===== config.mk =====
export PLATFORM = sky130hd
export DESIGN_NAME = rau_ctrl
export DESIGN_NICKNAME = d
export VERILOG_FILES = /design/src/rtl/rau_pkg.sv /design/src/rtl/rau_ctrl.sv
export SDC_FILE = /design/constraint.sdc
export NUM_CORES = 1
export LEC_CHECK = 0
export ABC_AREA = 1
export BUFFER_PORTS_ARGS = -buffer_cell sky130_fd_sc_hd__buf_2
export CAP_MARGIN = 0
export CORE_MARGIN = 2
export CORE_UTILIZATION = 48
export CTS_CLUSTER_DIAMETER = 50
export CTS_CLUSTER_SIZE = 24
export DETAILED_ROUTE_END_ITERATION = 12
export PLACE_DENSITY = 0.8
export SKIP_CTS_REPAIR_TIMING = 1
export SLEW_MARGIN = 25
export SYNTH_ARGS = -nofsm -noshare
export SYNTH_HDL_FRONTEND = slang
export SYNTH_SLANG_ARGS = --single-unit

===== constraint.sdc =====
create_clock -name i_clk -period 2.6 [get_ports i_clk]
set_input_delay 0.26 -clock i_clk [delete_from_list [all_inputs] [get_ports i_clk]]
set_output_delay 0.26 -clock i_clk [all_outputs]
set_load 0.02 [all_outputs]

===== src/rtl/rau_pkg.sv =====
// Shared types and action codes for the rational arithmetic unit.
package rau_pkg;

    typedef enum logic [3:0] {
        ACT_NORM = 4'd0,
        ACT_ADD  = 4'd1,
        ACT_SUB  = 4'd2,
        ACT_MUL  = 4'd3,
        ACT_DIV  = 4'd4,
        ACT_EQ   = 4'd5,
        ACT_NE   = 4'd6,
        ACT_LE   = 4'd7,
        ACT_GE   = 4'd8,
        ACT_LT   = 4'd9,
        ACT_GT   = 4'd10
    } t_action;

    // Commands from controller to datapath
    typedef struct packed {
        logic load;      // capture operands
        logic prod;      // form cross products
        logic raw;       // form raw pair and magnitudes
        logic div_start; // start a division step
        logic gcd_swap;  // a <= b, b <= remainder
        logic quo_num;   // store quotient as numerator
        logic quo_den;   // store quotient as denominator
        logic finish;    // build result word
    } t_cmd;

    // Status from datapath to controller
    typedef struct packed {
        logic is_arith;
        logic bad;       // minimum value in raw pair, or gcd operand a is zero
        logic b_zero;
        logic div_done;
    } t_stat;

endpackage


===== src/rtl/rau_ctrl.sv =====
// Sequencer for the rational arithmetic unit.
module rau_ctrl (
    input  logic           i_clk,
    input  logic           i_rst_n,
    input  logic           i_valid,
    output logic           o_ready,
    output logic           o_valid,
    input  logic           i_ready,
    input  rau_pkg::t_stat i_stat,
    output rau_pkg::t_cmd  o_cmd
);
    import rau_pkg::*;

    typedef enum logic [9:0] {
        S_IDLE  = 10'b0000000001,
        S_PROD  = 10'b0000000010,
        S_RAW   = 10'b0000000100,
        S_GTEST = 10'b0000001000,
        S_GWAIT = 10'b0000010000,
        S_NSTRT = 10'b0000100000,
        S_NWAIT = 10'b0001000000,
        S_DWAIT = 10'b0010000000,
        S_FIN   = 10'b0100000000,
        S_OUT   = 10'b1000000000
    } t_state;

    t_state r_state, n_state;
    logic   r_ov, n_ov;

    always_comb begin
        n_state = r_state;
        n_ov    = r_ov;
        o_cmd   = '0;
        if (r_ov && i_ready) n_ov = 1'b0;
        case (r_state)
            S_IDLE: if (i_valid) begin
                o_cmd.load = 1'b1;
                n_state = S_PROD;
            end
            S_PROD: begin
                o_cmd.prod = 1'b1;
                n_state = S_RAW;
            end
            S_RAW: begin
                o_cmd.raw = 1'b1;
                n_state = S_GTEST;
            end
            S_GTEST: begin
                if (!i_stat.is_arith) n_state = S_FIN;
                else if (!i_stat.b_zero) begin
                    o_cmd.div_start = 1'b1;
                    n_state = S_GWAIT;
                end else if (i_stat.bad) n_state = S_FIN;
                else n_state = S_NSTRT;
            end
            S_GWAIT: if (i_stat.div_done) begin
                o_cmd.gcd_swap = 1'b1;
                n_state = S_GTEST;
            end
            S_NSTRT: begin
                o_cmd.div_start = 1'b1;
                n_state = S_NWAIT;
            end
            S_NWAIT: if (i_stat.div_done) begin
                o_cmd.quo_num = 1'b1;
                o_cmd.div_start = 1'b1;
                n_state = S_DWAIT;
            end
            S_DWAIT: if (i_stat.div_done) begin
                o_cmd.quo_den = 1'b1;
                n_state = S_FIN;
            end
            S_FIN: if (!r_ov || i_ready) begin
                o_cmd.finish = 1'b1;
                n_ov = 1'b1;
                n_state = S_IDLE;
            end
            default: n_state = S_IDLE;
        endcase
    end

    always_ff @(posedge i_clk) begin
        if (!i_rst_n) begin
            r_state <= S_IDLE;
            r_ov    <= 1'b0;
        end else begin
            r_state <= n_state;
            r_ov    <= n_ov;
        end
    end

    assign o_ready = (r_state == S_IDLE);
    assign o_valid = r_ov;
endmodule


* Word level (Yosys, flattened, before mapping)
Index checks and enable logic that the tools add are counted.
Operators by class: shifts and indexed selects 0, muxes and demuxes 25, divide/modulo/power cells 0, $mul 0, reductions and logical operators 4, $add $sub $neg 0, bitwise operators 0, magnitude comparators 0, eq/ne operators 14
Operators by type and width (number):
- 10-bit one-hot mux with 9 select lines | 1
- 10-bit two-way mux | 7
- 1-bit two-way mux | 15
- 10-bit by 1-bit == test with 1-bit output, second input constant | 1
- 10-bit by 2-bit == test with 1-bit output, second input constant | 1
- 10-bit by 3-bit == test with 1-bit output, second input constant | 1
- 10-bit by 4-bit == test with 1-bit output, second input constant | 1
- 10-bit by 5-bit == test with 1-bit output, second input constant | 1
- 10-bit by 6-bit == test with 1-bit output, second input constant | 1
- 10-bit by 7-bit == test with 1-bit output, second input constant | 1
- 10-bit by 8-bit == test with 1-bit output, second input constant | 1
- 10-bit by 9-bit == test with 1-bit output, second input constant | 1
- 2-bit != test, second input constant | 5
- 9-bit two-way mux | 1
- 5-bit AND reduction | 1
- 1-bit one-hot mux with 3 select lines | 1
- 1-bit logical AND | 1
- 1-bit logical NOT | 1
- 1-bit logical OR | 1
Storage, ports and cells: bits in latches 0, memories kept 0, memory bits (writable) 0, register bits after elaboration 11, bits in read-only memories 0, word-level logic and storage cells 45

* Depth between registers and ports, before layout
depth in word-level cells 4, mapped depth 11, mapped depth without buffers 11

* Worst setup path before layout
Ideal clock, no wire load.
path kind reg2out, from reg r_state[6], to out o_cmd[4] (netlist bit), arrival 1199 ps, required time 2340 ps, path buffers 0, cell stages (with the launch flop) 7, slack 1141 ps, cells stage by stage dfxtp_1 -> nor2_2 -> nand2_2 -> nor2_2 -> nand3_1 -> nor3_1 -> or2_2
RTL lines:
- start: declaration | line rau_ctrl.sv:27 | t_state r_state, n_state;
- start signal: assignment | line rau_ctrl.sv:87 | r_state <= n_state;
- end: declaration | line rau_ctrl.sv:10 | output rau_pkg::t_cmd o_cmd

==> impl_metrics.tcl <==
set metrics [dict create \
    worstReg2RegStart "r_state[0]$_SDFFE_PN1P_" \
    ys_warn_count 0 \
    worstPathRequired_ns 2.34 \
    max_stage_delay_ns 0.37 \
    chipHeight_um 43.4 \
    track_usage_pct 21.1 \
    crit_type "reg2out" \
    cts-root-buf "clkbuf_4" \
    min_period_ns 2.10 \
    p_leak_nw 0.520 \
    syn_nets 135 \
    critPathMostFrequentCell "nor2_2" \
    row_count 14 \
    wl_um 1750 \
    slew_viol_final 0 \
    hpwl_um 1330 \
    cpLargestDelayFamily "simple AND/OR/NAND/NOR gates" \
    use_met3_pct 10.4 \
    htree_levels 1 \
    ir_drop_mv 0.605 \
    yosysTopAreaCellShare_pct 26.9 \
    drive_gt1_share_pct 27.4 \
    finalCritPeriodShare_pct 80.6 \
    portBuffers 17 \
    gp_congestion 0.854 \
    slew_headroom_pct 80.3 \
    cp-start-kind "flip-flop" \
    nNetsFinal 155 \
    hp-start "i_ready" \
    ant_nets 0 \
    critPathArrivalTime_ns 1.84 \
    synth_area_um2 743 \
    grt_antenna_before_repair 0 \
    via_per_inst 5.32 \
    clkSinkCount 10 \
    first_pass_iters 4 \
    placed_area_um2 833 \
    drtIter0Drc 49 \
    crit_path_end_kind "output port" \
    grt_pass1_vias 725 \
    grt_pass1_wl_um 3020 \
    nFillCells 138 \
    drc_errors 0 \
    die_w_um 43.4 \
    post-route-cell-area_um2 870 \
    syn_inst 127 \
    tightest_slew_ns 0.296 \
    fmax_mhz 477 \
    vias 862 \
    start_util_pct 50.5 \
    cts_buffers 3 \
    finalSetupTns_ns 0 \
    crit_path_top_delay_cell "dfxtp_1" \
    path_buf_inv 1 \
    use_met1_pct 26.0 \
    rsz0062_at_grt "false" \
    dieArea_mm2 0.00188 \
    insertion_delay_ns 0.28 \
    ioPinCount 18 \
    seq_area_frac_synth_pct 26.9 \
    area_growth_pct 17.0 \
    busiest_layer "met2" \
    grtUsageMet2_pct 32.5 \
    synth_area_leaders "dfxtp_1 (27%), nor2_1 (13%), nand3_1 (11%), inv_1 (10%), nand2_1 (10%)" \
    diodes 0 \
    grt.overflow.total 0 \
    critical_path.cell_chain "nor2_2, nand2_2, nor2_2, nand3_1, nor3_1, or2_2, buf_2" \
    setup_viol 0 \
    multi_input_area_um2 435 \
    cts_tree "done" \
    clock_path_buffers 2 \
    clkTransAtPathRegs_ns 0.08 \
    ys_types 20 \
    seq_area_um2 200 \
    clock_skew_ns 0.0149 \
    syn_area_per_cell_um2 5.85 \
    crit_fanout 6 \
    synth_area_leader_cell "dfxtp_1" \
    status "finished, final reports clean" \
    wire_per_inst_um 10.8 \
    drv_cap 0 \
    ys_ff_latch 10 \
    power_density_mw_per_mm2 1170 \
    timing_hold_violations_final 0 \
    hold_path.class "in2reg" \
    cp-startpoint "r_state[7]$_SDFFE_PN0P_" \
    core-area_mm2 0.00147 \
    grt_max_degree 10 \
]
per-stage QoR:
step	std cells	utilization [%]	setup slack (ns)	hold WS, ns	power (mW)
floorplan	127	-	1.14	0.440	0.743
global placement	158	56.6	0.929	0.517	0.848
detailed placement	158	56.6	0.874	0.526	0.857
CTS	162	59.1	0.551	0.284	1.01
global route	162	59.1	0.392	0.313	1.12
finish	162	59.1	0.504	0.281	1.02
cell usage after synthesis:
library cell   n
nor2_1        25
inv_1         20
nand2_1       20
nand3_1       17
dfxtp_1       10
nor2_2         6
nor3_1         6
nand2_2        5
o21ai_0        4
inv_2          3
nand3_2        2
a21oi_1        1
and2_1         1
buf_6          1
clkbuf_1       1
inv_4          1
nand2_4        1
nand4_1        1
o31ai_1        1
or2_2          1
layout make-up:
| cell class | instances | share of cell area, % |
|---|---|---|
| clock buffers | 4 | 4.17 |
| flip-flops and latches | 10 | 23.0 |
| repair buffers | 17 | 9.78 |
| inverters | 24 | 10.6 |
| well taps | 16 | 2.30 |
| multi-input cells | 91 | 50.1 |
path summary, 6_finish.rpt:
path                                                end  slack, ns  depth (start not counted)
worst max-delay path                           o_cmd[4]       0.50                          7
worst min-delay path                 o_valid$_SDFF_PN0_       0.28                          4
worst max register to register  r_state[3]$_SDFFE_PN0P_       1.06                          9
worst min register to register  r_state[6]$_SDFFE_PN0P_       0.54                          2
state kept, by name, indices dropped and copies added, names as in the netlist:
signal / count
o_valid: 1
r_state: 9
logic make-up after synthesis:
family	share of synthesized area (%)
AOI/OAI and AO/OA	4.38
buffers and inverters	14.5
DFF	26.9
and+or+nand+nor	54.2
worst register-to-register path: cells and delay by family (launching register included):
kind / cells / cell delay, ns
flops: 1 / 0.31
simple gates: 7 / 1.04
buf+inv: 2 / 0.10
metal layers:
metal,vias to the layer above,wire [um]
met5,-,0
li1,431,-
met3,6,181
met2,48,808
met4,0,29
met1,377,732
where the power goes:
group / leakage [nW] / switching (mW) / internal, mW / total, mW
registers: 0.0815 / 0.0489 / 0.195 / 0.244
logic: 0.417 / 0.429 / 0.199 / 0.628
clock network: 0.0210 / 0.0626 / 0.0851 / 0.148
total: 0.520 / 0.540 / 0.479 / 1.02
cells in the final DEF (no fill, tap or decap):
cell       n
a21oi_1    1
and2_1     1
buf_2     17
clkbuf_4   3
clkbuf_8   1
dfxtp_1   10
inv_1     20
inv_2      3
inv_4      1
nand2_1   20
nand2_2    5
nand2_4    1
nand3_1   17
nand3_2    2
nand4_1    1
nor2_1    25
nor2_2     6
nor3_1     6
o21ai_0    4
o31ai_1    1
or2_2      1
Note: power is estimated with default switching activity, not from simulation.
